**config.mk**
```make
export PLATFORM = sky130hd
export DESIGN_NAME = gtin_check_digit_top
export DESIGN_NICKNAME = d
export VERILOG_FILES = /design/src/design/gtin_cd_pkg.sv /design/src/design/gtin_check_digit_top.sv
export SDC_FILE = /design/constraint.sdc
export NUM_CORES = 1
export LEC_CHECK = 0
export ABC_CLOCK_PERIOD_IN_PS = 12900
export BUFFER_PORTS_ARGS = -buffer_cell sky130_fd_sc_hd__buf_2
export CAP_MARGIN = 10
export CORE_MARGIN = 2
export CORE_UTILIZATION = 34
export CTS_CLUSTER_DIAMETER = 100
export DETAILED_ROUTE_END_ITERATION = 6
export PLACE_DENSITY = 0.59
export SLEW_MARGIN = 20
export SYNTH_ARGS = -nofsm -noshare
export SYNTH_HDL_FRONTEND = slang
export SYNTH_SLANG_ARGS = --single-unit
export TNS_END_PERCENT = 50
```
**constraint.sdc**
```tcl
create_clock -name clk -period 12.9 [get_ports clk]
set_input_delay 2.58 -clock clk [delete_from_list [all_inputs] [get_ports clk]]
set_output_delay 2.58 -clock clk [all_outputs]
set_load 0.1 [all_outputs]
```
**src/design/gtin_cd_pkg.sv**
```systemverilog
// Package for the GTIN/UPC mod-10 check digit block.
// Holds the character codes, the digit bound and the small mod-10 helpers.
// No dependencies.
package gtin_cd_pkg;

  localparam int unsigned MAX_DIGITS = 255;
  localparam int unsigned COUNT_CAP  = 255;

  localparam logic [7:0] CODE_ZERO = 8'h30;
  localparam logic [7:0] CODE_NINE = 8'h39;

  localparam logic [11:0] MAX_DIGITS_W = 12'(MAX_DIGITS);
  localparam logic [11:0] COUNT_CAP_W  = 12'(COUNT_CAP);

  // Output stream payload: check digit in the low nibble, count above it.
  typedef struct packed {
    logic [7:0] digit_count;
    logic [3:0] check_digit;
  } gtin_cd_result_t;

  // Digit limit in effect: zero selects the bound, and the bound and the
  // counter width both cap the setting.
  function automatic logic [7:0] digit_limit(input logic [7:0] setting);
    logic [11:0] lim;
    begin
      lim = (setting == 8'd0) ? MAX_DIGITS_W : {4'd0, setting};
      if (lim > MAX_DIGITS_W) begin
        lim = MAX_DIGITS_W;
      end
      if (lim > COUNT_CAP_W) begin
        lim = COUNT_CAP_W;
      end
      return lim[7:0];
    end
  endfunction

  // Adds one decimal digit to a running sum kept below ten.
  function automatic logic [3:0] add_mod10(input logic [3:0] acc, input logic [3:0] d);
    logic [4:0] s;
    begin
      s = {1'b0, acc} + {1'b0, d};
      if (s >= 5'd10) begin
        s = s - 5'd10;
      end
      return s[3:0];
    end
  endfunction

  // Check digit from the weight-3 and weight-1 partial sums (each below ten).
  function automatic logic [3:0] check_of(input logic [3:0] heavy, input logic [3:0] light);
    logic [5:0] s;
    begin
      s = {1'b0, heavy, 1'b0} + {2'd0, heavy} + {2'd0, light};
      if (s >= 6'd30) begin
        s = s - 6'd30;
      end else if (s >= 6'd20) begin
        s = s - 6'd20;
      end else if (s >= 6'd10) begin
        s = s - 6'd10;
      end
      return (s == 6'd0) ? 4'd0 : 4'(6'd10 - s);
    end
  endfunction

endpackage

```
**src/design/gtin_check_digit_top.sv**
```systemverilog
// GTIN/UPC mod-10 check digit over a character stream: top level.
// Depends on gtin_cd_pkg for constants and the mod-10 helpers.
//
// Usage:
// Characters arrive one item per cycle on the s_axis channel. tdata is
// the ASCII code; tlast marks the end-of-string item, whose character is
// ignored. Only the codes '0'..'9' are kept, and only until the digit
// limit is reached. The limit is set through cfg_we/cfg_wdata: zero
// means up to MAX_DIGITS. Write it only while the block is idle.
// Each end-of-string item yields one result on m_axis: the check digit
// (weight 3 on the rightmost kept digit, alternating with 1 leftward)
// and the number of kept digits. The sums then clear for the next string.
// Timing: an accepted item is first held in the input register; from there
// the sums update and an end-of-string result is loaded into the output
// register, which drives m_axis_tvalid. One item is taken every cycle
// unless an end-of-string item stalls. When the receiver holds
// m_axis_tready low, the result waits in the output register; characters
// keep flowing, and only a second end-of-string item stalls in the input
// register until the output register frees up. Reset (rst, synchronous)
// clears the sums, the count, the limit setting and both valid flags.
module gtin_check_digit_top
  import gtin_cd_pkg::*;
(
  input  logic        clk,
  input  logic        rst,
  input  logic        cfg_we,
  input  logic [7:0]  cfg_wdata,      // payload_digits
  input  logic        s_axis_tvalid,
  output logic        s_axis_tready,
  input  logic [7:0]  s_axis_tdata,   // [7:0] char_code
  input  logic        s_axis_tlast,   // end_of_string
  output logic        m_axis_tvalid,
  input  logic        m_axis_tready,
  output logic [15:0] m_axis_tdata    // [3:0] check_digit, [11:4] digit_count, rest zero
);

  // Limit setting.
  logic [7:0] payload_digits;

  // Input register.
  logic       in_valid;
  logic [7:0] in_char;
  logic       in_eos;

  // Running string state.
  logic [3:0] even_index_sum;
  logic [3:0] odd_index_sum;
  logic [7:0] kept_count;

  // Output register.
  logic            out_valid;
  gtin_cd_result_t out_result;

  logic            out_free;
  logic            in_advance;
  logic            keep_digit;
  logic [3:0]      digit;
  logic [3:0]      heavy;
  logic [3:0]      light;
  gtin_cd_result_t result_next;

  // The output register can take a new result when empty or being drained.
  assign out_free   = !out_valid || m_axis_tready;
  // A character always retires; an end-of-string item needs the output slot.
  assign in_advance = in_valid && (!in_eos || out_free);
  assign s_axis_tready = !in_valid || in_advance;

  assign digit = 4'(in_char - CODE_ZERO);
  assign keep_digit = in_valid && !in_eos && (in_char >= CODE_ZERO) && (in_char <= CODE_NINE)
                      && (kept_count < digit_limit(payload_digits));

  // The rightmost kept digit sits at position kept_count - 1.
  always_comb begin
    if (kept_count[0]) begin
      heavy = even_index_sum;
      light = odd_index_sum;
    end else begin
      heavy = odd_index_sum;
      light = even_index_sum;
    end
    result_next.check_digit = check_of(heavy, light);
    result_next.digit_count = kept_count;
  end

  always_ff @(posedge clk) begin
    if (rst) begin
      payload_digits <= 8'd0;
    end else if (cfg_we) begin
      payload_digits <= cfg_wdata;
    end
  end

  always_ff @(posedge clk) begin
    if (rst) begin
      in_valid <= 1'b0;
    end else if (s_axis_tready) begin
      in_valid <= s_axis_tvalid;
    end
  end

  always_ff @(posedge clk) begin
    if (s_axis_tready) begin
      in_char <= s_axis_tdata;
      in_eos  <= s_axis_tlast;
    end
  end

  always_ff @(posedge clk) begin
    if (rst) begin
      even_index_sum <= 4'd0;
      odd_index_sum  <= 4'd0;
      kept_count     <= 8'd0;
    end else if (in_advance && in_eos) begin
      even_index_sum <= 4'd0;
      odd_index_sum  <= 4'd0;
      kept_count     <= 8'd0;
    end else if (keep_digit) begin
      if (kept_count[0]) begin
        odd_index_sum <= add_mod10(odd_index_sum, digit);
      end else begin
        even_index_sum <= add_mod10(even_index_sum, digit);
      end
      kept_count <= kept_count + 8'd1;
    end
  end

  always_ff @(posedge clk) begin
    if (rst) begin
      out_valid <= 1'b0;
    end else if (in_advance && in_eos) begin
      out_valid <= 1'b1;
    end else if (m_axis_tready) begin
      out_valid <= 1'b0;
    end
  end

  always_ff @(posedge clk) begin
    if (in_advance && in_eos) begin
      out_result <= result_next;
    end
  end

  assign m_axis_tvalid = out_valid;
  assign m_axis_tdata  = {4'd0, out_result};

endmodule

```
# --- Word-level counts from Yosys, hierarchy flattened ---
# Cells that the tools add are included.
classes:
  addsub: 12
  order_cmp: 10
  n_mux: 12
  bitwise_logic: 1
  reduce_logical: 18
ops:
  columns: ["operator", "n"]
  rows:
  - ["$mux W8", 3]
  - ["$mux W6", 3]
  - ["$mux W4", 4]
  - ["$ge A6 B5 Y1 const B", 2]
  - ["$gt A12 B8 Y1 const B", 1]
  - ["$sub A6 B5 Y6 const B", 2]
  - ["$add A4 B4 Y5", 2]
  - ["$ge A5 B4 Y1 const B", 2]
  - ["$add A8 B1 Y8 const B", 1]
  - ["$ge A8 B6 Y1 const B", 1]
  - ["$gt A8 B8 Y1 const B", 1]
  - ["$le A8 B6 Y1 const B", 1]
  - ["$logic_not A8 Y1", 1]
  - ["$lt A8 B8 Y1", 1]
  - ["$sub A4 B4 Y4 const B", 2]
  - ["$add A5 B4 Y6", 1]
  - ["$add A6 B4 Y6", 1]
  - ["$ge A6 B4 Y1 const B", 1]
  - ["$logic_and A1 B1 Y1", 6]
  - ["$logic_not A6 Y1", 1]
  - ["$sub A6 B4 Y6 const B", 1]
  - ["$reduce_and A2 Y1", 2]
  - ["$sub A4 B1 Y4 const B", 1]
  - ["$sub A4 B4 Y4 const A", 1]
  - ["other kinds (6)", 11]
word_totals:
  reg_bits: 47
  in_bits: 22

# --- Logic depth before layout (Yosys ltp) ---
# Gate-level depths: netlist of the first run.
depth:
  ltp_word: 9
  depth_mapped: 19

# --- Worst setup path after synthesis of the first run ---
# Ideal clock, no wire load.
synth_path:
  path_type: "input port to output port"
  startpoint: "in m_axis_tready"
  endpoint: "out s_axis_tready"
  t_arrival_ns: 3.715
  required_time_ns: 10.320
  path_slack_ns: 6.605
  stages: 2
  cell_sequence: "nor2b_1 nand3_1"
synth_between:
  elab_chain_cells: 4
synth_lines:
  columns: ["element", "line_no", "source"]
  rows:
  - ["from (decl)", "gtin_check_digit_top.sv:33", "input logic m_axis_tready,"]
  - ["$logic_or A1 B1 Y1", "gtin_check_digit_top.sv:63", "assign out_free = !out_valid || m_axis_tready;"]
  - ["$logic_or A1 B1 Y1", "gtin_check_digit_top.sv:65", "assign in_advance = in_valid && (!in_eos || out_free);"]
  - ["$logic_and A1 B1 Y1", "gtin_check_digit_top.sv:65", null]
  - ["$logic_or A1 B1 Y1", "gtin_check_digit_top.sv:66", "assign s_axis_tready = !in_valid || in_advance;"]
  - ["to (decl)", "gtin_check_digit_top.sv:29", "output logic s_axis_tready,"]
# Every way passes these cells.

# --- Worst setup path in the final report of the first run ---
# Ends and elaborated chain as after synthesis.

==> results of run 1 <==
-- area by class of cell --
class,instances,area [µm²]
clock inverter,3,38.8
timing repair buffer,36,183
sequential,47,1150
tap,108,135
multi-input combinational,244,1860
fill,868,5310
clock buffer,5,68.8
inverter,16,60.1
-- critical path, cell delays in order --
cell	delay [ps]
buf_2	90
nor2b_1	180
nand3_1	370
buf_2	440
-- cell families after synthesis --
group	after synthesis	synth area share
AO/OA/AOI/OAI	72	0.154
XOR/XNOR	13	0.0390
adder cells (fa/ha/maj)	38	0.167
buffers and inverters	27	0.0377
flip-flops	47	0.369
multiplexers	22	0.0727
other	1	0.00120
AND/OR/NAND/NOR	95	0.159
-- cell usage in the layout, fill, tap and decap left out, types with 6 or more instances in the layout --
cell	instances
nor2_1	33
nand2_1	16
edfxtp_1	21
o21ai_0	12
nand4_1	6
ha_1	32
a21oi_1	24
buf_2	35
xnor2_1	8
dfxtp_1	26
fa_1	6
mux2i_1	17
a21o_1	7
inv_1	15
-- final timing paths --
check / to / start / slack (ps)
max: s_axis_tready / m_axis_tready / 6650
min: m_axis_tdata[11] / kept_count[7] / 490
max reg2reg: m_axis_tdata[0] / kept_count[0] / 8060
min reg2reg: m_axis_tdata[11] / kept_count[7] / 490
-- registers in the layout (all words and copies together) (netlist names) --
signal and cells:
m_axis_tdata 12, in_valid 1, in_eos 1, even_index_sum 4
m_axis_tvalid 1, in_char 8, kept_count 8, odd_index_sum 4
payload_digits 8
-- report_power, final --
part,leakage [µW],switching [µW],total [µW],internal (µW)
Combinational,0.00108,29.0,41.3,12.3
Clock,0.0000556,47.5,104,56.8
Sequential,0.000407,2.78,162,160
-- cell usage after synthesis (2+ instances only) --
master	number	area (µm²)
o211ai_1	2	15.0
nor2b_1	3	18.8
nor4b_1	2	17.5
and3_1	3	18.8
and2_1	3	18.8
a21o_1	7	52.6
ha_1	32	400
inv_1	15	56.3
edfxtp_1	21	631
a211oi_1	4	30.0
xnor2_1	8	70.1
o21a_1	2	15.0
dfxtp_1	26	521
a21oi_1	24	120
or2_2	2	12.5
or3_1	4	25.0
a211o_1	2	17.5
or4_1	2	15.0
and3b_1	2	17.5
nand3b_1	3	22.5
a311o_1	2	20.0
nand4_1	6	37.5
buf_4	4	30.0
mux2_2	5	56.3
xor2_1	4	35.0
o21bai_1	2	15.0
mux2i_1	17	170
fa_1	6	120
nor3_1	5	25.0
clkbuf_1	5	18.8
nor2_1	33	124
a21boi_0	2	15.0
nand3_1	5	25.0
o31ai_1	2	15.0
o21ai_0	12	60.1
nand2_1	16	60.1
-- through the flow --
stage               area [µm²]  std cells  total power (µW)  hold slack, ps
finish                    3490        459               308             486
global route              3490        459               321             533
CTS                       3490        459               312             497
detailed placement        3390        451               208             482
global placement          3390        451               207             474
floorplan                 3130        318               200             446
-- metal layers --
metal  track usage  vias up
met4        0.0179        0
met2         0.209       47
met5             0        -
li1              -     1205
met1         0.171     1069
met3        0.0225        4
==> results.py, run 1 <==
metrics = {
    "place": {
        "dp_hpwl_um": 4670,
        "gp_congestion": 0.808,
        "io_buffers": 35,
        "place_ws_ps": 6630,
    },
    "sta": {
        "hold_violations": 0,
        "finalCritPeriodShare": 0.484,
        "finalSetupViolCount": 0,
        "max-slew-margin-rel": 0.596,
        "clock.fmax_mhz": 160,
        "rsz0062_at_grt": "no",
        "worst_pin_slew_ps": 605,
        "setup_ws_ps": 6650,
        "finalSetupTns_ps": 0,
        "min_period_ps": 6250,
        "final_max_slew_viol_count": 0,
        "fin_skew_ps": 6.10,
    },
    "detailed_routing": {
        "drt-met1-wl_um": 2940,
        "drtIter0Drc": 95,
        "met3WireLength_um": 222,
        "wl_per_cell_um": 12.8,
        "dr.max_layer_used": "met4",
        "wl_um": 5860,
        "drc": 0,
        "vias": 2325,
        "dr_wl_met2_um": 2670,
        "ant_nets": 0,
        "dr.pass1.iters": 4,
        "vias_per_cell": 5.07,
    },
    "synth": {
        "synth_seq_cells": 47,
        "netlist_area_um2": 3120,
        "syn_area_per_cell_um2": 9.89,
        "ys_seq_area_frac": 0.369,
        "synthFlopType": "dfxtp_1",
        "ys_types": 58,
        "synth_edf_count": 21,
        "async_flop_share": 0,
        "netlist_instances": 315,
        "yosysWarnings": 0,
    },
    "cts": {
        "cts_buffer_depth": 2,
        "cts.repair.resized": 0,
        "post_cts_buffers": 0,
        "htreeDepth": 2,
        "cts_tree": "yes",
        "clk_pin_slew_worst_paths_ps": 80,
        "clk_latency_ps": 290,
        "cts_root_buf": "clkbuf_8",
        "cts_hold_buf": 0,
        "cts_buffers": 5,
        "numClockSinks": 47,
    },
    "global_routing": {
        "overflow": 0,
        "groute.usage.overall": 0.124,
        "grt_pass1_vias": 2269,
        "grt_max_degree": 17,
        "grt_pass1_wl_um": 10300,
        "antenna_found_initial": 0,
    },
    "floorplan": {
        "die-area_um2": 9950,
        "start_util": 0.354,
        "ios": 40,
        "num_rows": 34,
        "dieHeight_um": 99.7,
        "core_um2": 8810,
        "die_x_um": 99.7,
    },
    "layout": {
        "drive_gt1_frac": 0.174,
        "antenna_cells": 0,
        "final_util": 0.397,
        "nNetsFinal": 410,
        "layout-area-overhead-vs-synth_pct": 12.2,
    },
    "critical_path": {
        "crit_type": "primary input to output pin",
        "cp_max_fo": 11,
        "crit_required_ps": 10320,
        "reg2regPathDepth": 17,
        "cp-end-kind": "output pin",
        "worst_ep_arrival_time_ps": 3670,
        "cp-start-kind": "primary input",
    },
    "power": {
        "p_leak_uw": 0.00154,
        "peakVddDrop_v": 0.0000606,
        "powerDensity_nw_per_um2": 88.1,
    },
    "outcome": {
        "status": "finished, final reports clean",
    },
    "run": {
        "max_cap_viol_count": 0,
    },
    "min_path": {
        "hp-class": "flop to flop",
        "worstHoldPathCells": 0,
    },
}
Note: power is estimated with default switching activity, not from simulation.
==> inputs of run 2 (changes only) <==
- ABC_AREA: unset -> 1
- ABC_CLOCK_PERIOD_IN_PS: 12900 -> 5150
- PLACE_DENSITY: 0.59 -> 0.6
- clock period: 12.9 -> 5.15 ns (I/O delays scaled with it)
==> results.py, run 2 <==
metrics = {
    "detailed_routing": {
        "wl_per_cell_um": 11.2,
        "dr.pass1.iters": 4,
        "drc": 0,
        "wl_um": 6560,
        "vias_per_cell": 4.68,
        "ant_nets": 0,
        "vias": 2742,
        "drtIter0Drc": 127,
    },
    "global_routing": {
        "grt_max_degree": 25,
        "groute.usage.overall": 0.130,
        "overflow": 0,
        "grt_pass1_vias": 2555,
        "antenna_found_initial": 0,
        "grt_pass1_wl_um": 11000,
    },
    "sta": {
        "whs_ps": 488,
        "finalCritPeriodShare": 0.847,
        "max-slew-margin-rel": 0.480,
        "worst_pin_slew_ps": 774,
        "fin_skew_ps": 6.87,
        "min_period_ps": 4360,
        "rsz0062_at_grt": "no",
        "finalSetupViolCount": 0,
        "hold_violations": 0,
        "clock.fmax_mhz": 229,
        "finalSetupTns_ps": 0,
        "final_max_slew_viol_count": 0,
    },
    "power": {
        "powerDensity_nw_per_um2": 199,
        "p_leak_uw": 0.00181,
        "fin_total_pwr_uw": 732,
        "peakVddDrop_v": 0.000148,
    },
    "synth": {
        "synthFlopType": "dfxtp_1",
        "synth_area_leaders": "edfxtp_1, dfxtp_1, nand2_1",
        "netlist_instances": 422,
        "ys_seq_area_frac": 0.349,
        "yosysMostFrequentCell": "nand2_1",
        "yosys.area.top_type_share": 0.191,
        "ys_types": 34,
        "ys_top_cells_by_count": "nand2_1, inv_1, nor2_1",
        "synth_seq_cells": 47,
        "async_flop_share": 0,
        "syn_area_per_cell_um2": 7.82,
        "netlist_area_um2": 3300,
        "yosysWarnings": 0,
        "synth_top_area_cell": "edfxtp_1",
        "synth_edf_count": 21,
    },
    "cts": {
        "cts_buffer_depth": 2,
        "numClockSinks": 47,
        "cts_buffers": 5,
        "clk_pin_slew_worst_paths_ps": 90,
        "cts.repair.resized": 0,
        "cts_root_buf": "clkbuf_8",
        "clk_latency_ps": 300,
        "htreeDepth": 2,
        "cts_hold_buf": 0,
        "cts_tree": "yes",
        "post_cts_buffers": 0,
    },
    "critical_path": {
        "critPathSlowestCell": "dfxtp_1",
        "path_cells": "o21ai_0, fa_1, inv_1, ha_1, fa_1, inv_1, nand2_2, nand2_4, inv_1, ha_1, a21oi_1, nand2_1, nand3_1, nand3_1, nand2_1, inv_1, ha_1, or2_0, a21oi_1",
        "crit_required_ps": 5290,
        "cp_max_fo": 24,
        "max_stage_delay_ps": 750,
        "cp-end-kind": "flop",
        "cp-start-kind": "flop",
        "crit_type": "flop to flop",
        "worst_ep_arrival_time_ps": 4510,
        "path_common_cell": "inv_1",
    },
    "layout": {
        "largest_reg_flops": 12,
        "layout_common_cells": "nand2_1, inv_1, nor2_1",
        "fill_cells": 969,
        "layout-area-overhead-vs-synth_pct": 11.2,
        "drive_gt1_frac": 0.160,
        "final_area_um2": 3670,
        "antenna_cells": 0,
        "nNetsFinal": 516,
        "layout_commonest_cell": "nand2_1",
        "stdcell_count": 586,
    },
    "floorplan": {
        "dieHeight_um": 103,
        "start_util": 0.354,
        "core_um2": 9330,
        "num_rows": 35,
        "die_x_um": 103,
        "ios": 40,
        "die-area_um2": 10500,
    },
    "run": {
        "max_cap_viol_count": 0,
    },
    "place": {
        "dp_cells": 578,
        "io_buffers": 35,
        "dp_hpwl_um": 5090,
        "gp_congestion": 0.818,
        "placed_area_um2": 3580,
    },
    "min_path": {
        "hp-class": "flop to flop",
    },
    "outcome": {
        "status": "finished, final reports clean",
    },
}
run 2: cell types whose count changed after synthesis, moves of 5 or more:
cell     previous run  this run
mux2_2              5         0
nand2_1            16       110
nor3_1              5         0
nand3_2             0         7
nand3_1             5        30
mux2i_1            17         2
nand2_2             0         9
a21o_1              7         0
inv_1              15        48
run 2: layout make-up:
type                            count  area [µm²]  share of cell area
Tap cell                          129         161              0.0440
Multi-Input combinational cell    318        1920               0.522
Sequential cell                    47        1150               0.313
Clock buffer                        6        72.6              0.0198
Clock inverter                      2        12.5             0.00341
Inverter                           49         184              0.0501
Timing Repair Buffer               35         175              0.0477
run 2: routing by layer:
layer,vias up,wire length [µm],GRT usage
li1,1438,-,-
met2,55,2950,0.214
met5,-,0,0
met1,1241,3240,0.174
met3,8,279,0.0271
met4,0,87,0.0369
run 2: power by group:
group	internal [µW]	switching (µW)	total, µW
clock	95.1	126	221
sequential	399	6.53	405
combinational	29.9	75.5	105
total	524	208	732
run 2: worst paths after layout:
| check | startpoint | endpoint | slack [ps] | depth (start not counted) |
|---|---|---|---|---|
| max | kept_count[0] | m_axis_tdata[2] | 790 | 19 |
| min | payload_digits[0] | payload_digits[0] | 490 | 2 |
| min reg2reg | payload_digits[0] | payload_digits[0] | 490 | 2 |
| max reg2reg | kept_count[0] | m_axis_tdata[2] | 790 | 19 |
run 2: stage by stage:
step	worst slack, ps	utilization
after detailed placement	792	0.384
after global placement	962	0.384
final	787	0.394
after CTS	786	0.393
after floorplan	1160	-
after global routing	427	0.394
run 2: cells by family after synthesis:
family	count (synthesis)	synth area share
buffers and inverters	60	0.0754
xor gates and xnor gates	11	0.0292
adders and majority gates	38	0.158
AOI/OAI and AO/OA	45	0.0731
other	1	0.00114
and+or+nand+nor	218	0.309
DFF	47	0.349
muxes	2	0.00606
run 2: worst max-delay path, delay by kind of cell (launching register included):
| family | cells | cell delay, ps |
|---|---|---|
| compound gates | 3 | 770 |
| fa+ha+maj | 5 | 1590 |
| buf+inv | 4 | 280 |
| flops | 1 | 750 |
| simple gates | 7 | 820 |
==> inputs of run 3 (changes only) <==
- ABC_AREA: 1 -> 0
- ABC_CLOCK_PERIOD_IN_PS: 5150 -> 4400
- PLACE_DENSITY: 0.6 -> 0.59
- clock period: 5.15 -> 4.4 ns (I/O delays scaled with it)
==> results.py, run 3 (synthesis gave the netlist of run 1 again) <==
metrics = {
    "critical_path": {
        "max_stage_delay_ps": 580,
        "crit_required_ps": 4550,
        "crit_type": "flop to flop",
        "path_cells": "mux2_2, fa_1, fa_1, buf_4, ha_1, and2_1, a211oi_2, nor4_4, nand2b_1, xnor2_1, inv_1, ha_1, o211ai_1, a21bo_2, mux2i_1",
        "critPathSlowestCell": "fa_1",
        "cp-end-kind": "flop",
        "timing.rr.start": "kept_count[0]",
        "worst_ep_arrival_time_ps": 4260,
        "cp_max_fo": 8,
        "cp-start-kind": "flop",
        "setup.worst_path.start": "kept_count[0]",
    },
    "sta": {
        "hold_violations": 0,
        "rsz0062_at_grt": "yes",
        "max-slew-margin-rel": 0.637,
        "min_period_ps": 4110,
        "clock.fmax_mhz": 243,
        "final_max_slew_viol_count": 0,
        "finalSetupTns_ps": 0,
        "finalCritPeriodShare": 0.935,
        "finalSetupViolCount": 0,
        "fin_skew_ps": 14.6,
        "worst_pin_slew_ps": 541,
    },
    "floorplan": {
        "num_rows": 34,
        "ios": 40,
        "dieHeight_um": 99.7,
        "start_util": 0.354,
        "die_x_um": 99.7,
        "die-area_um2": 9950,
        "core_um2": 8810,
    },
    "cts": {
        "cts_root_buf": "clkbuf_8",
        "numClockSinks": 47,
        "cts_tree": "yes",
        "clk_latency_ps": 300,
        "cts_buffer_depth": 2,
        "clk_pin_slew_worst_paths_ps": 100,
        "cts_hold_buf": 0,
        "cts_buffers": 5,
        "htreeDepth": 2,
        "post_cts_buffers": 0,
    },
    "layout": {
        "layout.area.seq_um2": 1160,
        "fill_cells": 883,
        "layout-area-overhead-vs-synth_pct": 14.5,
        "final_util": 0.405,
        "largest_reg_flops": 12,
        "layout_common_cells": "buf_2, nor2_1, ha_1",
        "nNetsFinal": 417,
        "multi_input_area_um2": 1890,
        "drive_gt1_frac": 0.212,
        "layout_commonest_cell": "buf_2",
        "antenna_cells": 0,
    },
    "detailed_routing": {
        "wl_um": 6180,
        "vias_per_cell": 5.08,
        "drtIter0Drc": 58,
        "vias": 2366,
        "wl_per_cell_um": 13.3,
        "drc": 0,
        "ant_nets": 0,
        "dr.pass1.iters": 4,
    },
    "power": {
        "p_leak_uw": 0.00157,
        "peakVddDrop_v": 0.000170,
        "powerDensity_nw_per_um2": 240,
    },
    "global_routing": {
        "grt_pass1_wl_um": 10900,
        "antenna_found_initial": 0,
        "grt_max_degree": 17,
        "grt_pass1_vias": 2423,
        "groute.usage.overall": 0.134,
        "overflow": 0,
    },
    "place": {
        "gp_congestion": 0.819,
        "io_buffers": 35,
        "dp_hpwl_um": 4870,
    },
    "min_path": {
        "min-delay-start": "kept_count[7]",
        "hp-class": "flop to flop",
    },
    "run": {
        "max_cap_viol_count": 0,
    },
    "outcome": {
        "status": "finished, final reports clean",
    },
}
run 3: layout make-up:
| class | instances | share of cell area |
|---|---|---|
| Clock buffer | 6 | 0.0204 |
| Clock inverter | 2 | 0.00386 |
| Inverter | 16 | 0.0168 |
| Multi-Input combinational cell | 244 | 0.531 |
| Sequential cell | 47 | 0.324 |
| Tap cell | 108 | 0.0379 |
| Timing Repair Buffer | 43 | 0.0660 |
run 3: metrics by stage:
stage	total power (µW)	hold slack (ps)	instances	cell area, µm²	setup slack (ps)
floorplan	585	446	318	3130	140
global placement	607	483	458	3440	151
detailed placement	608	494	458	3440	32.8
CTS	867	512	466	3530	62.0
global route	896	539	466	3570	-27.2
finish	854	503	466	3570	285
run 3: path summary, 6_finish.rpt:
check	endpoint	depth (start not counted)	slack, ps
worst max-delay path	m_axis_tdata[3]	15	290
worst min-delay path	m_axis_tdata[11]	0	500
worst max register to register	m_axis_tdata[3]	15	290
worst min register to register	m_axis_tdata[11]	0	500
run 3: power breakdown:
part / leakage, µW / internal [µW] / switching (µW) / total, µW
combinational: 0.00112 / 36.3 / 85.5 / 122
clock: 0.0000452 / 112 / 145 / 257
sequential: 0.000408 / 467 / 8.24 / 475
run 3: critical path, delay by kind of cell (launching register included):
kind | cells | cell delay [ps]
DFF | 1 | 430
buffers and inverters | 2 | 260
xor gates and xnor gates | 1 | 200
and+or+nand+nor | 3 | 460
muxes | 2 | 500
adders and majority gates | 4 | 1480
AOI/OAI and AO/OA | 3 | 650
run 3: what timing repair did:
| action | 4_1_cts | 5_1_grt |
|---|---|---|
| resized for setup | 1 | 9 |
| endpoints found under the setup margin | 4 | 4 |
| pin swaps | 0 | 1 |
run 3: metal layers:
metal  up-vias  GRT usage  wire, µm
met5         -          0         0
met4         0     0.0390        68
met3         8     0.0267       242
met2        48      0.227      2890
met1      1091      0.172      2980
li1       1219          -         -
